File: config.mk
export PLATFORM = sky130hd
export DESIGN_NAME = ncd_relax
export DESIGN_NICKNAME = d
export VERILOG_FILES = /design/src/design/ncd_pkg.sv /design/src/design/ncd_relax.sv
export SDC_FILE = /design/constraint.sdc
export NUM_CORES = 1
export LEC_CHECK = 0
export BUFFER_PORTS_ARGS = -buffer_cell sky130_fd_sc_hd__buf_2
export CAP_MARGIN = 5
export CORE_MARGIN = 3
export CORE_UTILIZATION = 52
export DETAILED_ROUTE_END_ITERATION = 12
export PLACE_DENSITY = 0.85
export SETUP_SLACK_MARGIN = 0.05
export SLEW_MARGIN = 20
export SYNTH_ARGS = -nofsm -noshare
export SYNTH_HDL_FRONTEND = slang
export SYNTH_SLANG_ARGS = --single-unit
File: constraint.sdc
create_clock -name vclk -period 6.4
set_clock_uncertainty 0.2 [all_clocks]
set_input_delay 0.64 -clock vclk [all_inputs]
set_output_delay 0.64 -clock vclk [all_outputs]
set_load 0.02 [all_outputs]
File: src/design/ncd_pkg.sv
`default_nettype none
package ncd_pkg;
    localparam int NODE_W  = 4;
    localparam int W_W     = 32;
    localparam int DIST_W  = 40;
    localparam int CNT_W   = 5;
    localparam int MAX_NODES_D  = 16;
    localparam int MAX_DEGREE_D = 16;

    typedef enum logic [1:0] {
        OP_APPEND = 2'd0,
        OP_UPDATE = 2'd1,
        OP_RUN    = 2'd2,
        OP_CLEAR  = 2'd3
    } t_op;

    localparam logic [1:0] ST_OK   = 2'd0;
    localparam logic [1:0] ST_BAD  = 2'd1;
    localparam logic [1:0] ST_FULL = 2'd2;

    localparam logic [CNT_W-1:0] CNT_RESET = 5'd16;

    typedef enum logic [3:0] {
        S_IDLE,
        S_UPD_RD,
        S_UPD_WAIT,
        S_UPD_CHK,
        S_RUN_INIT,
        S_EDGE_RD,
        S_EDGE_WAIT,
        S_EDGE_EVAL,
        S_PAR_B,
        S_PAR_C,
        S_DONE
    } t_state;

    typedef struct packed {
        logic relax;
    } t_relax;
endpackage
`default_nettype wire

File: src/design/ncd_relax.sv
`default_nettype none
module ncd_relax (
    input  wire logic                              i_u_reached,
    input  wire logic                              i_v_reached,
    input  wire logic signed [ncd_pkg::DIST_W-1:0] i_du,
    input  wire logic signed [ncd_pkg::DIST_W-1:0] i_dv,
    input  wire logic signed [ncd_pkg::W_W-1:0]    i_w,
    output logic signed [ncd_pkg::DIST_W-1:0]      o_sum_sat,
    output ncd_pkg::t_relax                        o_res
);
    import ncd_pkg::*;
    logic signed [DIST_W:0] sum;
    always_comb begin
        sum = {i_du[DIST_W-1], i_du} + (DIST_W+1)'(i_w);
        if (sum[DIST_W] != sum[DIST_W-1])
            o_sum_sat = sum[DIST_W] ? {1'b1, {(DIST_W-1){1'b0}}} : {1'b0, {(DIST_W-1){1'b1}}};
        else
            o_sum_sat = sum[DIST_W-1:0];
        o_res.relax = i_u_reached && (!i_v_reached || (sum < $signed({i_dv[DIST_W-1], i_dv})));
    end
endmodule
`default_nettype wire

# ---- Word level (Yosys, flattened, before mapping)
# Index checks and enable logic that the tools add are counted.
dict set report totals {
  word_cells 8
  reg_bits 0
  out_inout_bits 41
}
dict set report op_classes {
  addsub 1
  order_cmp 1
  eq_ne 1
  n_mux 2
  reduce_logical 3
}
# op n
set op_table {}
lappend op_table {{$mux W40} 2}
lappend op_table {{$add A40 B32 Y41} 1}
lappend op_table {{$lt A41 B40 Y1} 1}
lappend op_table {{$logic_and A1 B1 Y1} 1}
lappend op_table {{$logic_not A1 Y1} 1}
lappend op_table {{$logic_or A1 B1 Y1} 1}
lappend op_table {{$ne A1 B1 Y1} 1}

# ---- Logic depth before layout (Yosys ltp)
dict set report logic_depth {
  word_depth 4
  mapped_depth 20
  mapped_depth_nobuf 20
}

# ---- Worst setup path before layout
# OpenSTA, ideal clock, no wires.
dict set report synth_timing {
  kind {input-to-output}
  startpoint {input i_du[22] in the netlist's numbering}
  endpoint {output o_res}
  slack_ps 742
  arrival_time_ps 4818
  cell_stages 20
  path_buffers 2
  path_cell_list {ha_1 > buf_2 > nand4_1 > nor4_2 > o211ai_1 > and3_1 > nor4_1 > nor3_1 > o21ai_1 > o2bb2ai_2 > buf_2 > inv_1 > ha_1 > nand4_1 > or2_2 > a2111o_1 > nor2_1 > a2111oi_0 > mux2_2 > a21boi_0}
}
dict set report synth_via {
  elab_chain_cells 4
}
# element line_no
set synth_rtl {}
lappend synth_rtl {{from (decl)} ncd_relax.sv:5} ;# input wire logic signed [ncd_pkg::DIST_W-1:0] i_du,
lappend synth_rtl {{$add A40 B32 Y41} ncd_relax.sv:14} ;# sum = {i_du[DIST_W-1], i_du} + (DIST_W+1)'(i_w);
lappend synth_rtl {{$lt A41 B40 Y1} ncd_relax.sv:19} ;# o_res.relax = i_u_reached && (!i_v_reached || (sum < $signed({i_dv[DIST_W-1], i_dv})));
lappend synth_rtl {{$logic_or A1 B1 Y1} ncd_relax.sv:19}
lappend synth_rtl {{$logic_and A1 B1 Y1} ncd_relax.sv:19}
lappend synth_rtl {{to (decl)} ncd_relax.sv:9} ;# output ncd_pkg::t_relax o_res
# No other way between the ends.

# ---- Worst setup path after layout
dict set report layout_timing {
  startpoint {input i_du[0] in the netlist's numbering}
  endpoint {output o_res}
}
# The elaborated chain is that of the path after synthesis.

==> qor.yml <==
final_layout:
  seq_area_um2: 0
  num-clock-buffers: 0
  area_delta_synth_final_pct: 21.2
  fin_util: 0.653
  final_area_mm2: 0.00476
  nets: 847
  antenna_cells: 0
  instances_no_fill: 749
  seq_cell_count: 0
  drive_above_1_share: 0.342
floorplan:
  die_width_um: 92.9
  std_cell_rows: 31
  dieArea_mm2: 0.00864
  io_pins: 155
  start_util: 0.539
  die_height_um: 92.9
  core_area_mm2: 0.00729
setup_path:
  path_max_fanout: 5
  critPathMaxStageDelay_ns: 0.45
  crit_buf_inv: 2
  crit_family: "compound AO/OA/AOI/OAI gates"
  path_class: "input port to output pin"
  worstPathArrival_ns: 5.17
  path_cells: "buf_2 -> ha_1 -> fa_1 -> a211oi_2 -> o21ai_2 -> o211ai_1 -> and3_1 -> nor4_1 -> nor3_1 -> o21ai_1 -> xor2_1 -> ha_1 -> nand4_1 -> or2_2 -> a2111o_1 -> a21oi_1 -> a2111oi_1 -> mux2_2 -> a21boi_0 -> buf_2"
  critPathCaptureType: "output pin"
  cp-start-kind: "input port"
  slowest_stage: "fa_1"
  critPathRequiredTime_ns: 5.56
global_routing:
  gr-usage-all-layers: 0.262
  grt-ovfl-total: 0
  grt_pass1_vias: 4283
  antenna_found_initial: 0
  grt_max_degree: 41
  grt_pass1_wl_mm: 19.3
logic_synthesis:
  synth.mux.area_fraction: 0.00541
  synthSimpleGateAreaFrac: 0.153
  synth_area_leaders: "ha_1 (25%), maj3_2 (11%), a21o_1 (7.6%)"
  synth_top_area_share: 0.255
  synth_compound_area_frac: 0.303
  synth_top_family_by_area: "adder cells"
  synthCells: 514
  synth-xor-area-share: 0.0840
  synthDistinctLibCells: 62
  ys_warn_count: 0
  yosysTopAreaCell: "ha_1"
  syn_area_per_cell_um2: 7.65
  yosys.area_share.adder: 0.372
  syn_area_mm2: 0.00393
  ys_seq_area_frac: 0
  syn_nets: 709
outcome:
  outcome: "finished, final reports clean"
power:
  p_per_area_mw_per_mm2: 160
  vdd_drop_max_mv: 0.129
  p_leak_nw: 2.51
sta:
  worst_pin_slew_ns: 0.528
  drv_slew: 0
  relSlewSlack: 0.648
  setup_violations: 0
  rsz0062_at_grt: "no"
  finalSetupTns_ns: 0
  hold_viol: 0
  fin_crit_sh: 0.939
  period_needed_ns: 6.01
  fmax_mhz: 166
  hold_ws_ns: 1.36
routing:
  vias: 4440
  antenna_left: 0
  avgRoutedWirePerCell_um: 15.9
  drt-initial-drc-count: 214
  viasPerCell: 5.93
  routed_wl_mm: 11.9
  drcViolationCount: 0
  drt_first_pass_iters: 5
place:
  dpl_cell_area_mm2: 0.00473
  io_buffers: 155
  dp_hpwl_mm: 10.1
  routabilityCongestion: 0.965
  dp.cells: 749
clock_tree:
  post_cts_buffers: 0
  ctsHoldBuffers: 0
  cts-resized-gates: 0
run:
  max_cap_violations: 0
worst_hold_path:
  min_path_type: "input port to output pin"
routing by layer:
layer	track usage	routed length, µm	vias to the layer above
li1	-	-	2184
met1	0.335	4940	1994
met2	0.460	5660	218
met3	0.0203	901	44
met4	0.0867	407	0
met5	0	0	-
worst paths after layout:
path	start	end	slack (ns)	cells after the start
setup / recovery	i_du[0]	o_res	0.39	20
hold / removal	i_v_reached	o_res	1.36	3
stage by stage:
stage / setup WS (ns) / power [W]
2_1_floorplan: 0.742 / 0.000555
3_3_place_gp: 0.394 / 0.000733
3_5_place_dp: 0.356 / 0.000747
4_1_cts: 0.325 / 0.000753
5_1_grt: 0.0580 / 0.000832
6_report: 0.393 / 0.000762
cell usage in the layout (no fill, tap or decap), types with 2 or more instances in the layout:
cell / Yosys / final
a21oi_1: 44 / 44
maj3_2: 39 / 39
a31oi_1: 4 / 4
nand4_1: 14 / 14
xnor2_2: 2 / 2
and3_1: 2 / 2
nor2b_1: 4 / 4
nand2b_1: 5 / 5
nor3_1: 5 / 5
and2_1: 4 / 4
o21a_1: 3 / 3
buf_4: 4 / 3
a21o_1: 40 / 40
a31o_2: 2 / 2
xor2_1: 12 / 12
nand2_1: 20 / 20
nand3_1: 11 / 11
inv_1: 49 / 49
a2bb2oi_1: 2 / 2
o21bai_1: 7 / 7
and4_1: 2 / 2
o21ai_1: 4 / 3
a21boi_0: 4 / 4
buf_2: 6 / 155
o211ai_1: 5 / 5
o21ai_0: 24 / 24
nor4_1: 2 / 2
ha_1: 80 / 80
o31ai_1: 4 / 3
or4b_1: 2 / 2
xnor2_1: 22 / 22
a211oi_1: 9 / 8
nor2_1: 36 / 36
or4_1: 2 / 2
final cells by class:
| type | count | area [µm²] |
|---|---|---|
| fill | 671 | 2530 |
| inverter | 49 | 184 |
| multi-input combinational | 443 | 3660 |
| tap | 99 | 124 |
| timing repair buffer | 158 | 798 |
synthesized netlist by cell type (3+ instances only):
cell type	number
a21o_1	40
xnor2_1	22
xor2_1	12
nand2b_1	5
o21a_1	3
ha_1	80
buf_4	4
nand4_1	14
o21bai_1	7
o21ai_1	4
nor2_1	36
a21boi_0	4
buf_6	5
inv_1	49
a211oi_1	9
nand3_1	11
a31oi_1	4
nor2b_1	4
nand2_1	20
o211ai_1	5
clkbuf_1	7
o31ai_1	4
and2_1	4
maj3_2	39
o21ai_0	24
buf_2	6
a21oi_1	44
nor3_1	5
power by group:
group	internal, W	switching, W
logic	0.000320	0.000443
clock network	0	0
registers	0	0
cells by family after synthesis:
kind of cell    count (synthesis)
fa+ha+maj                     120
simple gates                  116
mux                             2
xor+xnor                       36
buf+inv                        71
compound gates                169
Note: power is estimated with default switching activity, not from simulation.
